===== config.mk =====
export PLATFORM = sky130hd
export DESIGN_NAME = qppc_quad_counter
export DESIGN_NICKNAME = d
export VERILOG_FILES = /design/src/sv/qppc_pkg.sv /design/src/sv/qppc_quad_counter.sv
export SDC_FILE = /design/constraint.sdc
export NUM_CORES = 1
export LEC_CHECK = 0
export ABC_AREA = 1
export BUFFER_PORTS_ARGS = -buffer_cell sky130_fd_sc_hd__buf_2
export CAP_MARGIN = 20
export CORE_MARGIN = 2
export CORE_UTILIZATION = 52
export DETAILED_ROUTE_END_ITERATION = 7
export PLACE_DENSITY = 0.94
export SYNTH_ARGS = -nofsm -noshare
export SYNTH_HDL_FRONTEND = slang
export SYNTH_SLANG_ARGS = --single-unit

===== constraint.sdc =====
create_clock -name vclk -period 1.9
set_input_delay 0.19 -clock vclk [all_inputs]
set_output_delay 0.19 -clock vclk [all_outputs]
set_load 0.02 [all_outputs]

===== src/sv/qppc_pkg.sv =====
// ============================================================================
// Quadrature position PI controller: shared definitions
// Types, codes, constants and the duty-to-PWM scaling table used by the
// counter, the PI datapath and the top level.
// ============================================================================
package qppc_pkg;

    // Build-time constants of the controller.
    localparam int PWM_MAX        = 255;
    localparam int COUNT_BITS     = 16;
    localparam bit ENCODER_INVERT = 1'b0;
    localparam bit DRIVE_INVERT   = 1'b0;

    // Magnitude bits of a PWM level and bits of the signed motor command.
    localparam int PWM_W   = $clog2(PWM_MAX + 1);
    localparam int CMD_W   = PWM_W + 1;
    // Floor comparison width: the floors are 8-bit registers.
    localparam int FLOOR_W = (PWM_W > 8) ? PWM_W : 8;
    // Position error width: target is 16 bits, the count COUNT_BITS.
    localparam int ERR_W   = ((COUNT_BITS > 16) ? COUNT_BITS : 16) + 1;
    // Reported position clamp width.
    localparam int POS_W   = (COUNT_BITS > 16) ? COUNT_BITS : 16;
    // Products and the accumulator of the PI sum.
    localparam int PTERM_W = 25 + ERR_W;
    localparam int ITERM_W = 57;
    localparam int ACC_W   = ((PTERM_W > ITERM_W) ? PTERM_W : ITERM_W) + 1;
    // Integral update width: 32-bit integral plus an error clamped to 32 bits.
    localparam int SUM_W   = 34;

    // Scaled duty below this many whole percent is looked up; at or above, full drive.
    localparam int PCT_FULL = 100;

    // Item kinds carried in tuser.
    typedef enum logic [1:0] {
        MODE_HALL = 2'd0,
        MODE_TICK = 2'd1,
        MODE_ZERO = 2'd2
    } mode_t;

    // Configuration register indexes.
    typedef enum logic [2:0] {
        REG_PROP_GAIN       = 3'd0,
        REG_INTEG_GAIN      = 3'd1,
        REG_POSITION_MIN    = 3'd2,
        REG_POSITION_MAX    = 3'd3,
        REG_TOLERANCE       = 3'd4,
        REG_MIN_EXTEND_PWM  = 3'd5,
        REG_MIN_RETRACT_PWM = 3'd6,
        REG_DUTY_LIMIT      = 3'd7
    } reg_index_t;

    // Result of decoding one hall sample against the previous one.
    typedef enum logic [1:0] {
        STEP_NONE = 2'd0,
        STEP_UP   = 2'd1,
        STEP_DOWN = 2'd2
    } step_t;

    typedef struct packed {
        logic        [23:0] prop_gain;
        logic        [23:0] integ_gain;
        logic signed [15:0] position_min;
        logic signed [15:0] position_max;
        logic        [15:0] tolerance;
        logic        [7:0]  min_extend_pwm;
        logic        [7:0]  min_retract_pwm;
        logic        [6:0]  duty_limit;
    } cfg_t;

    typedef struct packed {
        logic signed [31:0]      integral_sum;
        logic signed [31:0]      duty_value;
        logic signed [CMD_W-1:0] motor_command;
        logic                    tolerance_flag;
    } loop_state_t;

    // Quadrature decode of {previous A, previous B, A, B}. Double steps and
    // unchanged levels give no step.
    function automatic step_t hall_step(input logic [3:0] code);
        step_t s;
        unique case (code)
            4'b0010, 4'b1011, 4'b1101, 4'b0100: s = STEP_UP;
            4'b0001, 4'b0111, 4'b1110, 4'b1000: s = STEP_DOWN;
            default:                            s = STEP_NONE;
        endcase
        return s;
    endfunction

    // Whole percent of duty to PWM level, truncating.
    typedef logic [PWM_W-1:0] pwm_lut_t [0:PCT_FULL-1];

    function automatic pwm_lut_t build_pwm_lut();
        pwm_lut_t lut;
        for (int i = 0; i < PCT_FULL; i++) begin
            lut[i] = PWM_W'((i * PWM_MAX) / PCT_FULL);
        end
        return lut;
    endfunction

    localparam pwm_lut_t PWM_LUT = build_pwm_lut();

endpackage


===== src/sv/qppc_quad_counter.sv =====
// ============================================================================
// Quadrature position counter
// Decodes one hall sample against the previous levels and updates the
// saturating position count and the wrapping transition count.
// ============================================================================
module qppc_quad_counter (
    input  logic [1:0]                           last_hall,
    input  logic [1:0]                           hall,
    input  logic signed [qppc_pkg::COUNT_BITS-1:0] position,
    input  logic [15:0]                          transitions,
    output logic signed [qppc_pkg::COUNT_BITS-1:0] position_next,
    output logic [15:0]                          transitions_next
);
    import qppc_pkg::*;

    localparam logic signed [COUNT_BITS-1:0] POS_MAX = {1'b0, {(COUNT_BITS-1){1'b1}}};
    localparam logic signed [COUNT_BITS-1:0] POS_MIN = {1'b1, {(COUNT_BITS-1){1'b0}}};

    step_t step;
    logic  go_up;
    logic  go_down;

    always_comb begin
        step    = hall_step({last_hall, hall});
        // An inverted encoder swaps the sense of the two directions.
        go_up   = ENCODER_INVERT ? (step == STEP_DOWN) : (step == STEP_UP);
        go_down = ENCODER_INVERT ? (step == STEP_UP) : (step == STEP_DOWN);

        position_next    = position;
        transitions_next = transitions;
        if (go_up || go_down) begin
            transitions_next = transitions + 16'd1;
        end
        if (go_up && (position != POS_MAX)) begin
            position_next = position + COUNT_BITS'(1);
        end else if (go_down && (position != POS_MIN)) begin
            position_next = position - COUNT_BITS'(1);
        end
    end

endmodule


==> out/qor.csv <==
metric;value;unit
numPortBuffers;68;
placementRows;20;
drt-total-wl;4750;um
hp-class;input pin to output port;
crit_path_top_delay_cell;ha_4;
cts_hold_buf;0;
critPathMaxStageDelay;330;ps
power_leakage;1.25;nW
avgViaCountPerCell;4.95;
outcome;completed;
timing.hold.ws;678;ps
place_ws;-75.8;ps
cp-startpoint;last_hall[1];
gr-total-overflow;0;
synth_area;1630;um2
max-cap-violations;0;
finalSetupTns;0;ps
die_height;60.0;um
post_synth.cell_area_avg;4.90;um2
layout-drive-gt1-share;27.9;%
path_cells;buf_2 -> xor2_1 -> inv_1 -> nand2_2 -> ha_4 -> buf_4 -> nor3_4 -> or2_2 -> inv_1 -> buf_2;
cp-end-kind;output port;
post-route-drc-count;0;
peakVddDrop;0.240;mV
synth.most_common_cell;nand2_1;
place_congestion;0.912;
rsz0062_at_grt;yes;
netlist_instances;333;
post-route-min-period;1830;ps
antenna_found_initial;0;
required;1710;ps
drv_slew;0;
die_width;60.0;um
synth_top_area_cell;nand2_1;
min-delay-start;transitions[4];
start_util;53.9;%
path_class;input pin to output port;
wl_per_cell;10.6;um
nClkBuffers;0;
yosysTopAreaCellShare;37.0;%
grtUsageTotal;23.9;%
period_share;96.2;%
pin_count;68;
nets;449;
pwr_density_cell;324;nW/um2
startpoint_type;input pin;
yosysWarnings;0;
worst_pin_slew;427;ps
syn2layout_area_growth;34.0;%
synthesis.nets;375;
multi_input_area;1510;um2
core;3030;um2
seq_cells;0;
grt_pass1_wl;7000;um
antenna_cells;0;
critPathArrivalTime;1640;ps
drtIter0Drc;100;
relSlewSlack;71.3;%
grt_max_degree;15;
first_pass_iters;4;
grt_pass1_vias;1725;
seq_area_frac_synth;0;%
dpl.hpwl;3760;um
ant_nets;0;
register_area;0;um2
num_vias;2221;
max_freq;547;MHz
fin_ws;72.8;ps
fillers;269;
setup_viol;0;
final_util;72.2;%
worst-path-max-fanout;6;
hold_viol_final;0;
synthDistinctLibCells;24;
die_area;3600;um2
synthTopCellsByArea;nand2_1, xor2_1, nor2_1, inv_1, nand3_1;
finalPower;0.708;mW
synth_common_cells;nand2_1, nor2_1, inv_1;
[cells by family (layout without fill, tap and decap cells)]
| logic type | count (synthesis) | in the layout | share of synthesized area [%] |
|---|---|---|---|
| xor+xnor | 33 | 33 | 17.7 |
| simple gates | 242 | 242 | 61.7 |
| buf+inv | 45 | 117 | 13.2 |
| compound gates | 7 | 7 | 2.84 |
| fa+ha+maj | 6 | 6 | 4.60 |
[layout make-up]
class	instances	area share [%]
well taps	44	2.52
inverters	34	6.06
multi-input cells	288	68.8
repair buffers	83	22.6
[final timing paths]
check                        endpoint  cells after the start
setup / recovery  transitions_next[2]                     10
hold / removal    transitions_next[4]                      3
[critical path: cells and delay by family]
family	cells	cell delay [ps]
xor gates and xnor gates	1	150
adders and majority gates	1	330
buffers and inverters	5	570
and+or+nand+nor	3	400
[cell usage in the layout (no fill, tap or decap), types with 3 or more instances in the layout]
master and count:
xor2_1 23, nor2_4 5, buf_2 63, nor2_1 35
nand2_1 160, nor2_2 4, inv_1 30, ha_1 3
o21ai_0 4, nand3_1 18, nand4_1 5, nor3_1 6
xnor2_2 3, buf_4 17, xnor2_1 6, nand2_2 3
[through the flow]
stage,area [um2],std cells
3_3_place_gp,2070,447
2_1_floorplan,1650,333
5_1_grt,2190,449
6_report,2190,449
3_5_place_dp,2070,447
4_1_cts,2090,447
[where the power goes]
part	internal, mW	switching (mW)
clock	0	0
combinational	0.271	0.437
sequential	0	0
[layer usage]
metal  vias up  share of wire, %  wire, um  GRT usage [%]
li1       1161                 -         -              -
met1       973                42      1990           31.6
met2        85                51      2430           44.6
met3         2               6.8       323           1.08
met4         0              0.21        10          0.952
met5         -                 0         0              0
[what timing repair did]
action                     in CTS  in global routing
pin swaps                       0                  6
setup buffers                   0                  2
setup endpoints to repair       5                 23
resized for setup               5                 19
Power figures use the tool's default switching activity.
